--- src/hdl/hpwf_pkg.sv ---
package hpwf_pkg;

	localparam int unsigned PIXEL_ID_BITS = 12;
	localparam int unsigned CFG_BITS      = 16;
	localparam int unsigned CFG_IDX_BITS  = 4;

	localparam logic [CFG_IDX_BITS-1:0] CFG_WINDOW_EVENTS = 4'd0;
	localparam logic [CFG_IDX_BITS-1:0] CFG_HOT_COUNT     = 4'd1;

	localparam logic [CFG_BITS-1:0] WINDOW_EVENTS_RESET = 16'd100;
	localparam logic [CFG_BITS-1:0] HOT_COUNT_RESET     = 16'd50;

	localparam logic ACTION_HIT = 1'b0;
	localparam logic ACTION_EOE = 1'b1;

	typedef struct packed {
		logic                     action;
		logic [PIXEL_ID_BITS-1:0] pixel_id;
	} in_word_t;

	typedef struct packed {
		logic [PIXEL_ID_BITS-1:0] hot_pixel;
		logic                     found;
		logic                     last;
		logic                     truncated;
	} out_word_t;

	typedef enum logic [2:0] {
		S_CLEAR,
		S_IDLE,
		S_HIT_WR,
		S_SCAN,
		S_DRAIN,
		S_FINISH
	} state_t;

	typedef struct packed {
		logic accept_hit;
		logic accept_eoe;
		logic hit_wr;
		logic ptr_rst;
		logic ptr_inc;
		logic clr_wr;
		logic scan_rd;
		logic finish;
	} ctrl_cmd_t;

	typedef struct packed {
		logic window_close;
		logic ptr_end;
	} dp_status_t;

endpackage

--- src/hdl/hpwf_ctrl.sv ---
module hpwf_ctrl (
	input  logic                clk,
	input  logic                arst_n,
	input  logic                start,
	input  logic                action,
	input  hpwf_pkg::dp_status_t status,
	output hpwf_pkg::ctrl_cmd_t  cmd,
	output logic                busy
);

	import hpwf_pkg::*;

	state_t state_q;
	state_t state_d;

	always_ff @(posedge clk or negedge arst_n) begin
		if (!arst_n) begin
			state_q <= S_CLEAR;
		end else begin
			state_q <= state_d;
		end
	end

	always_comb begin
		state_d = state_q;
		unique case (state_q)
			S_CLEAR: begin
				if (status.ptr_end) begin
					state_d = S_IDLE;
				end
			end
			S_IDLE: begin
				if (start) begin
					if (action == ACTION_HIT) begin
						state_d = S_HIT_WR;
					end else if (status.window_close) begin
						state_d = S_SCAN;
					end
				end
			end
			S_HIT_WR: state_d = S_IDLE;
			S_SCAN: begin
				if (status.ptr_end) begin
					state_d = S_DRAIN;
				end
			end
			S_DRAIN:  state_d = S_FINISH;
			S_FINISH: state_d = S_IDLE;
			default:  state_d = S_IDLE;
		endcase
	end

	always_comb begin
		cmd  = '0;
		busy = 1'b1;
		unique case (state_q)
			S_CLEAR: begin
				cmd.clr_wr  = 1'b1;
				cmd.ptr_inc = 1'b1;
			end
			S_IDLE: begin
				busy = 1'b0;
				if (start) begin
					if (action == ACTION_HIT) begin
						cmd.accept_hit = 1'b1;
					end else begin
						cmd.accept_eoe = 1'b1;
						cmd.ptr_rst    = status.window_close;
					end
				end
			end
			S_HIT_WR: cmd.hit_wr = 1'b1;
			S_SCAN: begin
				cmd.scan_rd = 1'b1;
				cmd.ptr_inc = 1'b1;
			end
			S_DRAIN:  cmd = '0;
			S_FINISH: cmd.finish = 1'b1;
			default:  busy = 1'b1;
		endcase
	end

endmodule

--- config.mk ---
export PLATFORM = sky130hd
export DESIGN_NAME = hpwf_ctrl
export DESIGN_NICKNAME = d
export VERILOG_FILES = /design/src/hdl/hpwf_pkg.sv /design/src/hdl/hpwf_ctrl.sv
export SDC_FILE = /design/constraint.sdc
export NUM_CORES = 1
export LEC_CHECK = 0
export BUFFER_PORTS_ARGS = -buffer_cell sky130_fd_sc_hd__buf_2
export CAP_MARGIN = 20
export CORE_AREA = 2 2 39 41
export CTS_CLUSTER_SIZE = 8
export DETAILED_ROUTE_END_ITERATION = 6
export DIE_AREA = 0 0 41 43
export PLACE_DENSITY = 0.38
export SLEW_MARGIN = 30
export SYNTH_ARGS = -nofsm -noshare
export SYNTH_HDL_FRONTEND = slang
export SYNTH_SLANG_ARGS = --single-unit
--- constraint.sdc ---
create_clock -name clk -period 1.39 [get_ports clk]
set_input_delay 0.278 -clock clk [delete_from_list [all_inputs] [get_ports clk]]
set_output_delay 0.278 -clock clk [all_outputs]
set_load 0.05 [all_outputs]
### Word-level counts from Yosys, hierarchy flattened

Index checks and enable logic that the tools add are counted.

* output and inout port bits: 9
* input port bits: 6
* bits in registers: 3

* equal/unequal tests: 9
* multiplexer cells: 19
* reduce and logical (&&, ||, !) cells: 3

Operator list (number)
* two-way mux 3 bit: 5
* one-hot mux 3 bit (4 select lines): 1
* two-way mux 1 bit: 11
* equality test 3 x 2 -> 1 bit (second input constant): 2
* equality test 3 bit (second input constant): 2
* != test 2 bit (second input constant): 3
* two-way mux 2 bit: 2
* AND reduction 4 bit: 1
* equality test 3 x 1 -> 1 bit (second input constant): 1
* zero test 3 bit: 1
* != test 3 bit (second input constant): 1
* OR reduction 2 bit: 1

### Depth between registers and ports, before layout

* word-level depth: 4
* mapped depth: 3
* mapped depth without buffers: 3

### Worst setup path after synthesis

Ideal clock, no wire load.

* path kind: flip-flop to output port
* from: register state_q[1]
* to: output port cmd[4] (netlist bit)
* buffers on the path: 0
* data arrival time: 1643 ps
* path slack: -531 ps
* cell stages (with the launch flop): 4
* path through: dfrtp_1 > nor3b_2 > and3_1 > and2_1

RTL lines
* from (decl): line hpwf_ctrl.sv:13 `state_t state_q;`
* from (signal assigned): line hpwf_ctrl.sv:20 `state_q <= state_d;`
* to (decl): line hpwf_ctrl.sv:7 `output hpwf_pkg::ctrl_cmd_t cmd,`

==> qor.yml <==
syn_avg_cell_area_um2: 7.832
drt-initial-drc-count: 6
ys.warnings.count: 0
cts_buffers: 3
slew_viol_final: 0
place_ws_ns: -0.05239
drc: 0
coreArea_um2: 1384
vias: 287
cp-start-kind: "register"
path_cells: "nor3b_2, and3_4, and2_4, buf_8"
synth_cell_types: 16
setup_tns_ns: -1.097
vias_per_cell: 3.986
setup_viol: 9
overflow: 0
finClkSkew_ns: 0.001692
tightest_slew_ns: 0.3492
arrival_ns: 1.33
finalHoldViolCount: 0
critical_path_depth: 4
worstPathMaxFanout: 2
wl_um: 734
dp_cells: 65
diodes: 0
synth-seq-cells: 3
ys_seq_area_share_pct: 35.50
cts.path.max_buffers: 2
drive_gt1_share_pct: 69.64
min_period_ns: 1.605
crit_type: "reg2out"
crit_required_ns: 1.11
violations: "negative setup slack"
syn_area_um2: 211.5
largest_reg_flops: 3
netlist_instances: 27
grtUsageTotal_pct: 11.24
dieArea_um2: 1763
insertion_delay_ns: 0.24
hpwlAfterDp_um: 510.2
io_pins: 15
drt_first_pass_iters: 3
endpoint_kind: "primary output"
status: "complete, but fails checks"
slew_headroom_pct: 76.42
fin_ws_ns: -0.2147
final_cell_mix: "buf_4 (10), buf_2 (6), buf_6 (6)"
gp_congestion: 0.7010
instances_no_fill: 72
grt_pass1_vias: 282
syn2layout_area_growth_pct: 142.6
start_util_pct: 15.28
mostFrequentLayoutCell: "buf_4"
fmax_ghz: 0.6232
critPathSlowestCell: "dfrtp_1"
path_clk_slew_ns: 0.04
grt_max_degree: 7
slowest_delay_ns: 0.37
hold_path.class: "in2reg"
cts_tree: "built"
cp_num_buf_inv: 1
wl_per_cell_um: 10.19
cts_root_buf: "clkbuf_4"
drt.antenna.violating_nets: 0
largest-register: "state_q"
hold-worst-slack_ns: 0.3247
r2r_cells: 6
reg_top3: "state_q (3)"
maxCapViolations: 0
fin_crit_sh_pct: 115.4
rsz0062_at_grt: "yes"
cts.htree.levels: 1
syn_nets: 33
grt_first_pass_wirelength_mm: 1.248
fin_nets: 63
antenna_found_initial: 0
die_h_um: 43
clock_sinks: 3
rows: 14
numPortBuffers: 14
crit_family: "simple AND/OR/NAND/NOR gates"
die_x_um: 41
holdPathStages: 3
## Yosys cell counts
master    number  area share (%)
a21oi_1        2             4.7
and2_1         1             3.0
and3_1         2             5.9
dfrtp_1        3              36
inv_1          4             7.1
nand2_1        2             3.6
nand2b_1       1             3.0
nor2_1         3             5.3
nor2b_1        1             3.0
nor3_1         2             4.7
nor3b_2        1             5.9
o211ai_1       1             3.6
o22ai_1        1             3.0
o311ai_0       1             4.1
or2b_1         1             3.6
xor2_1         1             4.1
## through the flow
step / area (um^2) / util, %
after floorplan: 237.7 / -
after global placement: 387.9 / 28.03
after detailed placement: 387.9 / 28.03
after CTS: 495.5 / 35.80
after global routing: 513.0 / 37.07
final: 513.0 / 37.07
## cell families (layout without fill, tap and decap cells)
kind of cell	Yosys count	in the layout	synth area share [%]
AOI/OAI and AO/OA	5	5	15.39
xor gates and xnor gates	1	1	4.143
buffers and inverters	4	33	7.099
DFF	3	3	35.50
and+or+nand+nor	14	14	37.88
## worst paths after layout
check                                       start                     end  slack [ns]
min                                     status[0]  state_q[2]$_DFFE_PN0P_        0.32
min in group asynchronous                  arst_n  state_q[2]$_DFFE_PN0P_        0.36
min reg2reg                state_q[0]$_DFFE_PN0P_  state_q[2]$_DFFE_PN0P_        0.63
max reg2reg                state_q[2]$_DFFE_PN0P_  state_q[2]$_DFFE_PN0P_        0.01
max in group asynchronous                  arst_n  state_q[1]$_DFFE_PN0P_        0.92
max                        state_q[1]$_DFFE_PN0P_                  cmd[4]       -0.21
## worst min-delay path, cell delays in order
cell and delay [ns]:
buf_2 0.11, nand2_1 0.06, o22ai_1 0.07
## routing by layer
layer	up-vias	track usage, %	wire length (um)
li1	149	-	-
met2	14	14.37	381
met5	-	0	0
met1	124	14.47	289
met4	0	4.000	0
met3	0	7.853	63
## what timing repair did
item                                    CTS  global route
setup buffers                             1             1
gates cloned                              0             0
endpoints found under the setup margin    9             9
resized for setup                        22             2
hold endpoints to repair                  3             0
hold buffers                              1             0
pin swaps                                 4             2
## cell type report
type / instances / area, um^2
Inverter: 4 / 17.52
Tap cell: 16 / 20.02
Clock buffer: 4 / 26.28
Multi-Input combinational cell: 20 / 161.4
Fill cell: 143 / 870.8
Sequential cell: 3 / 75.07
Timing Repair Buffer: 25 / 212.7
Power is not shown: default switching activity piles up to over one toggle a cycle in this logic, so the estimate is an artifact.
